**src/rtl/graph_reachability_engine_assert.svh**
```systemverilog
// ----------------------------------------------------------------------------
// Graph reachability engine assertion macros
// Shorthand for clocked implication checks that are disabled during reset.
// ----------------------------------------------------------------------------
`ifndef GRAPH_REACHABILITY_ENGINE_ASSERT_SVH
`define GRAPH_REACHABILITY_ENGINE_ASSERT_SVH

// The consequent must hold in the same cycle as the antecedent.
`define GRE_ASSERT_SAME(label, ante, cons) \
  label: assert property (@(posedge clk_i) disable iff (!rst_ni) (ante) |-> (cons)) \
    else $error("graph reachability engine: same-cycle check failed");

// The consequent must hold in the cycle after the antecedent.
`define GRE_ASSERT_NEXT(label, ante, cons) \
  label: assert property (@(posedge clk_i) disable iff (!rst_ni) (ante) |=> (cons)) \
    else $error("graph reachability engine: next-cycle check failed");

`endif

```
**src/rtl/gre_pkg.sv**
```systemverilog
// ----------------------------------------------------------------------------
// Graph reachability engine package
// Field widths, operation and status codes, and command/status structs.
// ----------------------------------------------------------------------------
package gre_pkg;

  // Fixed field widths.
  localparam int VertexW = 4;
  localparam int CountW  = 5;
  localparam int StatusW = 2;

  // Default capacity of the adjacency matrix.
  localparam int MaxVerticesDefault = 16;

  // Vertex count after reset.
  localparam logic [CountW-1:0] VertexCountReset = 5'd16;

  // Operation codes.
  localparam logic FuncAddEdge = 1'b0;
  localparam logic FuncQuery   = 1'b1;

  // Result codes.
  localparam logic [StatusW-1:0] StatusUnreachable = 2'd0;
  localparam logic [StatusW-1:0] StatusReachable   = 2'd1;
  localparam logic [StatusW-1:0] StatusInvalid     = 2'd2;

  // Commands from the controller to the datapath.
  typedef struct packed {
    logic load_edge;    // write one adjacency bit from the input request
    logic load_query;   // latch source and destination, seed the search
    logic advance;      // take one frontier expansion step
    logic load_result;  // move the search result into the output register
  } gre_cmd_t;

  // Status from the datapath to the controller.
  typedef struct packed {
    logic search_done;  // the current query has its answer
  } gre_sts_t;

endpackage

```
**src/rtl/gre_ctrl.sv**
```systemverilog
// ----------------------------------------------------------------------------
// Graph reachability engine controller
// Sequences request intake, the frontier search and the output handshake.
// ----------------------------------------------------------------------------
module gre_ctrl (
  input  logic              clk_i,
  input  logic              rst_ni,
  input  logic              in_valid_i,
  output logic              in_ready_o,
  input  logic              func_i,
  output logic              out_valid_o,
  input  logic              out_ready_i,
  output gre_pkg::gre_cmd_t cmd_o,
  input  gre_pkg::gre_sts_t sts_i
);

  localparam logic StIdle   = 1'b0;
  localparam logic StSearch = 1'b1;

  logic state_q, state_d;
  logic out_valid_q, out_valid_d;
  logic accept;
  logic slot_free;

  // Requests are taken only while no search is running.
  assign in_ready_o  = (state_q == StIdle);
  assign accept      = in_valid_i && in_ready_o;
  assign slot_free   = !out_valid_q || out_ready_i;
  assign out_valid_o = out_valid_q;

  // Command generation and state sequencing.
  always_comb begin
    cmd_o         = '0;
    state_d       = state_q;
    out_valid_d   = out_valid_q;
    if (out_ready_i) begin
      out_valid_d = 1'b0;
    end
    unique case (state_q)
      StIdle: begin
        cmd_o.load_edge  = accept && (func_i == gre_pkg::FuncAddEdge);
        cmd_o.load_query = accept && (func_i == gre_pkg::FuncQuery);
        if (cmd_o.load_query) begin
          state_d = StSearch;
        end
      end
      StSearch: begin
        // Expand until the answer is known, then wait for a free output slot.
        cmd_o.advance     = !sts_i.search_done;
        cmd_o.load_result = sts_i.search_done && slot_free;
        if (cmd_o.load_result) begin
          out_valid_d = 1'b1;
          state_d     = StIdle;
        end
      end
      default: begin
        state_d = StIdle;
      end
    endcase
  end

  // Control registers.
  always_ff @(posedge clk_i or negedge rst_ni) begin
    if (!rst_ni) begin
      state_q     <= StIdle;
      out_valid_q <= 1'b0;
    end else begin
      state_q     <= state_d;
      out_valid_q <= out_valid_d;
    end
  end

endmodule

```
**src/rtl/gre_datapath.sv**
```systemverilog
// ----------------------------------------------------------------------------
// Graph reachability engine datapath
// Adjacency matrix, vertex count register, frontier expansion and result.
// ----------------------------------------------------------------------------
module gre_datapath #(
  parameter int MAX_VERTICES = gre_pkg::MaxVerticesDefault
) (
  input  logic                          clk_i,
  input  logic                          rst_ni,
  input  gre_pkg::gre_cmd_t             cmd_i,
  input  logic [gre_pkg::VertexW-1:0]   from_vertex_i,
  input  logic [gre_pkg::VertexW-1:0]   to_vertex_i,
  input  logic                          cfg_write_i,
  input  logic [gre_pkg::CountW-1:0]    cfg_vertex_count_i,
  output gre_pkg::gre_sts_t             sts_o,
  output logic [gre_pkg::StatusW-1:0]   path_status_o
);

  localparam int VW = $clog2(MAX_VERTICES);
  localparam int SW = $clog2(MAX_VERTICES + 1);
  localparam int NW = 7;  // holds any vertex number, count or capacity
  localparam logic [NW-1:0] MaxV = NW'(MAX_VERTICES);
  localparam logic [SW-1:0] StepLimit = SW'(MAX_VERTICES);

  logic [MAX_VERTICES-1:0]       adj_q [MAX_VERTICES];
  logic [gre_pkg::CountW-1:0]    vertex_count_q;
  logic [gre_pkg::VertexW-1:0]   src_q, dst_q;
  logic [MAX_VERTICES-1:0]       visited_q, visited_d;
  logic [MAX_VERTICES-1:0]       frontier_q, frontier_d;
  logic [SW-1:0]                 step_q;
  logic [gre_pkg::StatusW-1:0]   status_q, result;

  logic [NW-1:0]           n_eff;
  logic [MAX_VERTICES-1:0] valid_mask;
  logic [MAX_VERTICES-1:0] reach;
  logic [NW-1:0]           from_ext, to_ext, dst_ext;
  logic [VW-1:0]           from_idx, to_idx, dst_idx;
  logic                    in_ok, query_bad, done;

  // Effective vertex count, capped at capacity, and its vertex mask.
  always_comb begin
    n_eff = (NW'(vertex_count_q) > MaxV) ? MaxV : NW'(vertex_count_q);
    for (int v = 0; v < MAX_VERTICES; v++) begin
      valid_mask[v] = (NW'(v) < n_eff);
    end
  end

  // Index extraction; indices are used only once the range check passed.
  assign from_ext = NW'(from_vertex_i);
  assign to_ext   = NW'(to_vertex_i);
  assign dst_ext  = NW'(dst_q);
  assign from_idx = from_ext[VW-1:0];
  assign to_idx   = to_ext[VW-1:0];
  assign dst_idx  = dst_ext[VW-1:0];
  assign in_ok    = (from_ext < n_eff) && (to_ext < n_eff);

  // One expansion: union of the rows of all frontier vertices.
  always_comb begin
    reach = '0;
    for (int v = 0; v < MAX_VERTICES; v++) begin
      if (frontier_q[v]) begin
        reach = reach | adj_q[v];
      end
    end
    reach = reach & valid_mask;
  end

  assign frontier_d = reach & ~visited_q;
  assign visited_d  = visited_q | frontier_d;

  // Decide the answer of the current search step, in priority order.
  always_comb begin
    query_bad = !((NW'(src_q) < n_eff) && (dst_ext < n_eff));
    done      = 1'b1;
    result    = gre_pkg::StatusUnreachable;
    priority if (query_bad) begin
      result = gre_pkg::StatusInvalid;
    end else if (src_q == dst_q) begin
      result = gre_pkg::StatusReachable;
    end else if ((frontier_q == '0) || (step_q == StepLimit)) begin
      result = gre_pkg::StatusUnreachable;
    end else if (reach[dst_idx]) begin
      result = gre_pkg::StatusReachable;
    end else begin
      done = 1'b0;
    end
  end

  assign sts_o.search_done = done;
  assign path_status_o     = status_q;

  // Adjacency matrix, vertex count and search sets.
  always_ff @(posedge clk_i or negedge rst_ni) begin
    if (!rst_ni) begin
      for (int r = 0; r < MAX_VERTICES; r++) begin
        adj_q[r] <= '0;
      end
      vertex_count_q <= gre_pkg::VertexCountReset;
      visited_q      <= '0;
      frontier_q     <= '0;
    end else begin
      if (cfg_write_i) begin
        vertex_count_q <= cfg_vertex_count_i;
      end
      if (cmd_i.load_edge && in_ok) begin
        adj_q[from_idx][to_idx] <= 1'b1;
      end
      // Seed the search; invalid and trivial queries leave the sets alone.
      if (cmd_i.load_query && in_ok && (from_vertex_i != to_vertex_i)) begin
        visited_q  <= MAX_VERTICES'(1) << from_idx;
        frontier_q <= MAX_VERTICES'(1) << from_idx;
      end else if (cmd_i.advance) begin
        visited_q  <= visited_d;
        frontier_q <= frontier_d;
      end
    end
  end

  // Query operands, step counter and output payload.
  always_ff @(posedge clk_i) begin
    if (cmd_i.load_query) begin
      src_q  <= from_vertex_i;
      dst_q  <= to_vertex_i;
      step_q <= '0;
    end else if (cmd_i.advance) begin
      step_q <= step_q + SW'(1);
    end
    if (cmd_i.load_result) begin
      status_q <= result;
    end
  end

endmodule

```
**src/rtl/graph_reachability_engine.sv**
```systemverilog
// ----------------------------------------------------------------------------
// Graph reachability engine
// Directed graph store with breadth-first reachability queries.
// ----------------------------------------------------------------------------
// Usage:
//   Requests enter on in_valid_i/in_ready_o with func_i, from_vertex_i and
//   to_vertex_i. An add-edge request sets one adjacency bit, if both
//   vertices are in range, and gives no result. A query request gives one
//   path_status_o on the out_valid_o/out_ready_i channel.
//   The vertex count is written on cfg_valid_i/cfg_ready_o; the port is
//   always ready and must only be written while the engine is idle.
//   A query runs one frontier expansion per cycle over the adjacency matrix
//   until the answer is known; an invalid or self query needs no expansion.
//   No request is taken while a search runs.
//   The output register holds a finished result until it is taken; requests
//   are accepted meanwhile, but a new search that ends while the output is
//   still full waits for the slot.
//   Reset clears all edges and sets the vertex count to 16.
// ----------------------------------------------------------------------------
module graph_reachability_engine #(
  parameter int MAX_VERTICES = gre_pkg::MaxVerticesDefault
) (
  input  logic                          clk_i,
  input  logic                          rst_ni,
  input  logic                          in_valid_i,
  output logic                          in_ready_o,
  input  logic                          func_i,
  input  logic [gre_pkg::VertexW-1:0]   from_vertex_i,
  input  logic [gre_pkg::VertexW-1:0]   to_vertex_i,
  output logic                          out_valid_o,
  input  logic                          out_ready_i,
  output logic [gre_pkg::StatusW-1:0]   path_status_o,
  input  logic                          cfg_valid_i,
  output logic                          cfg_ready_o,
  input  logic [gre_pkg::CountW-1:0]    cfg_vertex_count_i
);

  `include "graph_reachability_engine_assert.svh"

  gre_pkg::gre_cmd_t cmd;
  gre_pkg::gre_sts_t sts;

  // The count register takes a write in any cycle.
  assign cfg_ready_o = 1'b1;

  // Controller.
  gre_ctrl u_ctrl (
    .clk_i       (clk_i),
    .rst_ni      (rst_ni),
    .in_valid_i  (in_valid_i),
    .in_ready_o  (in_ready_o),
    .func_i      (func_i),
    .out_valid_o (out_valid_o),
    .out_ready_i (out_ready_i),
    .cmd_o       (cmd),
    .sts_i       (sts)
  );

  // Datapath.
  gre_datapath #(
    .MAX_VERTICES (MAX_VERTICES)
  ) u_datapath (
    .clk_i              (clk_i),
    .rst_ni             (rst_ni),
    .cmd_i              (cmd),
    .from_vertex_i      (from_vertex_i),
    .to_vertex_i        (to_vertex_i),
    .cfg_write_i        (cfg_valid_i && cfg_ready_o),
    .cfg_vertex_count_i (cfg_vertex_count_i),
    .sts_o              (sts),
    .path_status_o      (path_status_o)
  );

  // A query starts a search, which blocks further requests.
  `GRE_ASSERT_NEXT(a_query_starts_search, cmd.load_query, !in_ready_o)
  // An edge insert leaves the engine ready again in the following cycle.
  `GRE_ASSERT_NEXT(a_edge_one_cycle, cmd.load_edge, in_ready_o)
  // A result is only handed over once the search has its answer.
  `GRE_ASSERT_SAME(a_result_when_done, cmd.load_result, sts.search_done)
  // A handed-over result is presented on the output next cycle.
  `GRE_ASSERT_NEXT(a_result_presented, cmd.load_result, out_valid_o)

endmodule

```
**config.mk**
```make
export PLATFORM = sky130hd
export DESIGN_NAME = graph_reachability_engine
export DESIGN_NICKNAME = d
export VERILOG_FILES = /design/src/rtl/gre_pkg.sv /design/src/rtl/gre_ctrl.sv /design/src/rtl/gre_datapath.sv /design/src/rtl/graph_reachability_engine.sv
export VERILOG_INCLUDE_DIRS = /design/src /design/src/rtl
export SDC_FILE = /design/constraint.sdc
export NUM_CORES = 1
export LEC_CHECK = 0
export BUFFER_PORTS_ARGS = -buffer_cell sky130_fd_sc_hd__buf_2
export CAP_MARGIN = 20
export CORE_AREA = 5 5 173 175
export CTS_CLUSTER_DIAMETER = 50
export DETAILED_ROUTE_END_ITERATION = 10
export DIE_AREA = 0 0 178 180
export GPL_ROUTABILITY_DRIVEN = 0
export PLACE_DENSITY = 0.65
export SYNTH_ARGS = -nofsm -noshare
export SYNTH_HDL_FRONTEND = slang
export SYNTH_SLANG_ARGS = --single-unit
```
**constraint.sdc**
```tcl
create_clock -name clk_i -period 4 [get_ports clk_i]
set_input_delay 0.4 -clock clk_i [delete_from_list [all_inputs] [get_ports clk_i]]
set_output_delay 0.4 -clock clk_i [all_outputs]
set_load 0.005 [all_outputs]
```
Word-level counts from Yosys, hierarchy flattened
Cells that the tools add are included.
{ "word_totals": {"reg_bits": 310, "output_inout_bits": 5} }
{ "classes": {"add_sub_neg": 1, "magnitude_cmp": 26, "eq_ne": 3, "shift": 1, "mux": 42, "bitwise_logic": 23, "reduce_logical": 17} }
{ "ops": {"columns": ["cell", "count"], "rows": [
  ["16-bit 2-to-1 mux", 21],
  ["16-bit OR", 16],
  ["256-bit OR", 1],
  ["16-bit demux with 4-bit select", 1],
  ["4-bit by 7-bit less-than comparator with 1-bit output, first input constant", 8],
  ["16-bit bitwise AND", 2],
  ["3-bit by 7-bit less-than comparator with 1-bit output, first input constant", 4],
  ["4-bit by 7-bit less-than comparator with 1-bit output", 4],
  ["16-bit zero test", 1],
  ["16-bit NOT", 1],
  ["1-bit by 4-bit left shift with 16-bit output, first input constant", 1],
  ["1-bit by 7-bit less-than comparator with 1-bit output, first input constant", 2],
  ["2-bit by 7-bit less-than comparator with 1-bit output, first input constant", 2],
  ["1-bit 2-to-1 mux", 12],
  ["1-bit logical AND", 11],
  ["4-bit by 5-bit less-than comparator with 1-bit output, second input constant", 2],
  ["2-bit 2-to-1 mux", 4],
  ["5-bit by 1-bit adder with 5-bit output, second input constant", 1],
  ["5-bit equality test, second input constant", 1],
  ["5-bit >= comparator, second input constant", 1],
  ["5-bit > comparator, second input constant", 1],
  ["5-bit by 1-bit less-than comparator with 1-bit output, second input constant", 1],
  ["5-bit 2-to-1 mux", 1],
  ["4-bit NOT with 5-bit output", 1],
  ["10 further kinds", 13]
]} }

Depth between registers and ports, before layout
{ "depth": {"depth_word": 42, "depth_mapped": 12, "mapped_depth_nobuf": 10} }

Modules after synthesis
Synthesis repeated with hierarchy kept, for this count alone.
{ "hier_totals": {"hier_cells": 1131, "hier_area_um2": 13684.4} }
{ "by_module_without_submodules": {"columns": ["mod", "instances", "cells_each", "area_each_um2", "seq_area_each_um2"], "rows": [
  ["gre_datapath", 1, 1117, 13563.0, 7733.7],
  ["gre_ctrl", 1, 12, 110.1, 50.0],
  ["graph_reachability_engine", 1, 2, 11.3, 0.0]
]} }

Worst setup path after synthesis
Ideal clock, no wire load.
{ "synth_path": {"path_type": "register to register", "from": "register u_datapath.vertex_count_q[1] (netlist name)", "to": "register u_datapath.adj_q[249] (netlist name)", "setup_ns": 0.080, "arrival_time_ns": 2.707, "t_required_ns": 3.920, "path_slack_ns": 1.213, "stages_incl_launch_ff": 13, "n_path_buf": 3, "synth_period_minus_slack_ns": 2.787, "cell_sequence": "dfrtp_1 > clkbuf_1 > nand2_1 > ha_1 > o21a_1 > o21a_1 > o21ai_1 > a31oi_1 > or4b_1 > or3_1 > buf_6 > buf_6 > o21bai_1"} }
{ "synth_between": {"elab_chain_len": 5} }
{ "synth_lines": {"columns": ["element", "line", "rtl"], "rows": [
  ["start, declared", "gre_datapath.sv:26", "logic [gre_pkg::CountW-1:0] vertex_count_q;"],
  ["start signal, assigned", "gre_datapath.sv:98", "vertex_count_q <= gre_pkg::VertexCountReset;"],
  ["start signal, assigned", "gre_datapath.sv:103", "vertex_count_q <= cfg_vertex_count_i;"],
  ["5-bit > comparator", "gre_datapath.sv:42", "n_eff = (NW'(vertex_count_q) > MaxV) ? MaxV : NW'(vertex_count_q);"],
  ["5-bit 2-to-1 mux (*)", "gre_datapath.sv:42", null],
  ["4-bit by 7-bit less-than comparator with 1-bit output", "gre_datapath.sv:55", "assign in_ok = (from_ext < n_eff) && (to_ext < n_eff);"],
  ["1-bit logical AND (*)", "gre_datapath.sv:55", null],
  ["1-bit logical AND (*)", "gre_datapath.sv:105", "if (cmd_i.load_edge && in_ok) begin"],
  ["end signal, assigned by index", "gre_datapath.sv:96", "adj_q[r] <= '0;"],
  ["end signal, assigned by index", "gre_datapath.sv:106", "adj_q[from_idx][to_idx] <= 1'b1;"],
  ["end, declared", "gre_datapath.sv:25", "logic [MAX_VERTICES-1:0] adj_q [MAX_VERTICES];"]
]} }
Every way passes the cells marked *; elsewhere a longest branch is shown, timed or not.
A chain may end at the register's enable or synchronous reset.

Worst setup path after layout
{ "layout_path": {"from": "register u_datapath.frontier_q[0]", "to": "register u_datapath.frontier_q[10]"} }
{ "layout_between": {"elab_chain_len": 41} }
{ "layout_lines": {"columns": ["element", "line", "rtl"], "rows": [
  ["start, declared", "gre_datapath.sv:29", "logic [MAX_VERTICES-1:0] frontier_q, frontier_d;"],
  ["start signal, assigned", "gre_datapath.sv:111", "frontier_q <= MAX_VERTICES'(1) << from_idx;"],
  ["start signal, assigned", "gre_datapath.sv:114", "frontier_q <= frontier_d;"],
  ["16-bit 2-to-1 mux", "gre_datapath.sv:61", "if (frontier_q[v]) begin"],
  ["16-bit OR", "gre_datapath.sv:62", "reach = reach | adj_q[v];"],
  ["16-bit 2-to-1 mux", "gre_datapath.sv:61", null],
  ["16-bit OR", "gre_datapath.sv:62", null],
  ["16-bit 2-to-1 mux", "gre_datapath.sv:61", null],
  ["16-bit OR", "gre_datapath.sv:62", null],
  ["16-bit 2-to-1 mux", "gre_datapath.sv:61", null],
  ["16-bit OR", "gre_datapath.sv:62", null],
  ["[25 not listed]", null, null],
  ["1-bit 2-to-1 mux (not written as such)", "gre_datapath.sv:82", "end else if (reach[dst_idx]) begin"],
  ["1-bit 2-to-1 mux", "gre_datapath.sv:82", null],
  ["1-bit 2-to-1 mux", "gre_datapath.sv:80", "end else if ((frontier_q == '0) || (step_q == StepLimit)) begin"],
  ["1-bit 2-to-1 mux", "gre_datapath.sv:78", "end else if (src_q == dst_q) begin"],
  ["1-bit 2-to-1 mux", "gre_datapath.sv:76", "priority if (query_bad) begin"],
  ["1-bit zero test", "gre_ctrl.sv:49", "cmd_o.advance = !sts_i.search_done;"],
  ["2-bit 2-to-1 mux", "gre_ctrl.sv:39", "unique case (state_q)"],
  ["2-bit nonzero test (no source line)", null, null]
]} }
Several ways; a longest one is shown, not always the timed one. The select of a mux whose other input is x is not followed.

==> run summary <==
Async SR Flop Fraction: 95.2%
Crit Path Class: flop to flop
CP max FO: 17
ys flop type: dfrtp_1
Yosys Warn Count: 0
status: finished clean
Setup Skew: 0.0211 ns
critical path launch point type: flop
hold path endpoint: u_datapath.vertex_count_q[3]
top layer in use: met4
post-synth top area share: 53.1%
DIE AREA: 32,000 sq um
drc violations: 0
n_diodes: 0
post-route ant nets: 0
final hold vios: 0
Via density: 6.55
clk sinks: 310
Die X-Extent: 178 um
clk slew on worst S/H paths: 0.06 ns
layout cells sized above 1: 13.9%
WL met1: 18,600 um
worst-margin pin slew: 1.10 ns
Slowest cell on crit path: dfrtp_1
Synth Register Bits: 310
P_leak: 6.64 nW
EDFF count, synth: 10
H-tree depth: 2
fillcell total: 2,401
pwr dens: 506 nW/um^2
Setup violations, final: 0
Final TNS setup: 0 ns
1st-iter DRT viols: 1,459
final non-filler cell area: 15,400 sq um
TritonCTS clock tree: done
grt total ovfl: 0
Crit path largest cell delay: 0.60 ns
critical path arrival: 3.94 ns
Max Fclk: 287 MHz
initial antenna violation count: 0
fin crit share: 87.2%
cell taking the most area after synthesis: dfrtp_1
post-synthesis sequential area ratio: 56.2%
largest cells by area after synthesis: dfrtp_1, o21bai_1, a22oi_1
Storage cell area: 7780 sq um
router iterations before antenna repair: 6
pins over their slew limit: 0
vias in the first global route: 10,400
DR vias: 10,500
drt total wl: 43,500 um
# rows: 62
multi-input logic area: 5330 sq um
Worst Hold Depth: 2
io pins: 24
Post-Syn Nets: 1,206
Worst VDD drop: 0.280 mV
WL per Instance: 27.0 um
Root Driver: clkbuf_16
synthesized area: 13,900 sq um
min-delay src: cfg_vertex_count_i[3]
CTS Buf Count: 36
DP HPWL: 28,600 um
largest net degree at the start of global routing: 107
Final Util: 54.4%
flop2flop setup slack: 0.51 ns
Max Cap Viol: 0
Cells after Synth: 1,173
Met3 Wirelength: 3960 um
critical-path cell list: buf_4 > a22oi_1 > nand4_1 > nor3_1 > buf_4 > o32ai_1 > o41ai_2 > o32ai_4 > buf_12 > nor4b_1 > a221o_1
Slew headroom: 26.4%
Die Span Y: 180 um
Cell variety after synth: 57
hold_ws: 0.112 ns
Syn-to-layout area delta: 11.3%
Tot GR Track Use: 27.2%
Pwr Total: 0.00780 W
initial core utilization: 48.9%
core area: 28,300 sq um
HP Class: primary input to flop
CP Buf/Inv Count: 3
global-route wire length before repair: 66,900 um
worst reg2reg endpoint: u_datapath.frontier_q[10]
placed inst area: 14,200 sq um
fin nets: 1,233
RSZ-0062 raised after global routing: no
Worst Setup SP: u_datapath.frontier_q[0]
RR Startpoint: u_datapath.frontier_q[0]
most used cell, CP: buf_4
Syn Area/Cell: 11.8 sq um
met2 wire len: 18,900 um
Final Critical Period: 3.49 ns
R2R depth: 11
CTS Buffer Depth: 3
clk_lat worst skew: 0.53 ns
Buffers on Ports: 22
Critical Path End Type: flop
worst endpoint required time: 4.45 ns
CP top delay family: compound AO/OA/AOI/OAI gates
[cells in the mapped netlist, drive strengths merged, types with 6 or more instances]
cell    instances
o31ai           6
xor2            8
nand2         107
inv            12
o21a            7
a221o          15
a21oi           7
nand4          10
o31a           16
edfxtp         10
a22o           14
nor4           28
a221oi         14
buf            65
o21ai          19
nand2b         18
ha             14
o21bai        256
nor4b          14
and4            7
nor2           25
a22oi         100
nand3           8
dfrtp         294
clkbuf         28
nor3           16
[layout make-up]
type / count / area share (%)
flip-flops and latches: 310 / 50.5
multi-input cells: 758 / 34.6
clock buffers: 49 / 6.63
repair buffers: 82 / 4.09
well taps: 384 / 3.12
clock inverters: 15 / 0.796
inverters: 12 / 0.292
[worst reg2reg max path: stages (launching register included)]
cell and delay (ns):
dfrtp_1 0.60, buf_4 0.30, a22oi_1 0.26, nand4_1 0.16, nor3_1 0.26, buf_4 0.21, o32ai_1 0.10, o41ai_2 0.50
o32ai_4 0.23, buf_12 0.21, nor4b_1 0.43, a221o_1 0.18
[logic make-up after synthesis]
| group | Yosys count | synth area share, % |
|---|---|---|
| compound gates | 473 | 26.3 |
| simple gates | 254 | 9.48 |
| fa+ha+maj | 14 | 1.26 |
| flops | 310 | 56.2 |
| buf+inv | 105 | 5.64 |
| mux | 8 | 0.623 |
| xor+xnor | 8 | 0.506 |
| other cells | 1 | 0.0271 |
[repair_timing]
item                                   4_1_cts  5_1_grt
hold buffers                                 1        0
setup buffers                                0        0
endpoints found under the hold margin       90        0
gates resized for setup                      0        0
[how the worst max path moves through the flow]
stage	slack, ns	cells past startpoint	end
final	0.51	11	u_datapath.frontier_q[10]
after CTS	0.60	11	u_datapath.frontier_q[10]
after global routing	0.38	11	u_datapath.frontier_q[10]
after detailed placement	0.63	11	u_datapath.frontier_q[10]
after global placement	0.67	11	u_datapath.frontier_q[10]
after floorplan	1.21	12	u_datapath.adj_q[249]
[flip-flops by register name, summed over array words and instances (netlist names), 2 cells and up]
register                   flops
u_datapath.adj_q             256
u_datapath.frontier_q         16
u_datapath.visited_q          16
u_datapath.step_q              5
u_datapath.vertex_count_q      5
u_datapath.dst_idx             4
u_datapath.src_q               4
u_datapath.path_status_o       2
[metrics by stage]
stage	cells	setup slack [ns]
after floorplan	1173	1.21
after global placement	1542	0.668
after detailed placement	1544	0.632
after CTS	1609	0.603
after global routing	1610	0.378
final	1610	0.513
[report_power, final]
part	leakage, nW	switching (W)	internal (W)
clock network	0.567	0.00132	0.00187
registers	4.18	0.000239	0.00338
logic	1.89	0.000633	0.000366
[cell usage in the layout (no fill, tap or decap), types with 7 or more instances in the layout]
master     count
dfrtp_1      294
o21bai_1     255
nand2_1      107
a22oi_1      100
buf_4         53
clkbuf_16     38
nor2_1        25
nor4_1        25
buf_2         21
o21ai_0       17
nand2b_1      17
o31a_1        16
a221o_1       15
a22o_1        14
a221oi_1      14
nor4b_1       14
ha_1          14
inv_1         12
nor3_1        11
nand4_1       10
edfxtp_1      10
nand3_1        8
xor2_1         8
clkbuf_1       8
o21a_1         7
and4_1         7
clkinv_2       7
[layer usage]
metal | vias to the layer above | GRT usage, %
li1 | 4435 | -
met1 | 5394 | 40.4
met2 | 587 | 39.1
met3 | 132 | 5.36
met4 | 0 | 11.1
met5 | - | 0
(Power assumes the default switching activity.)
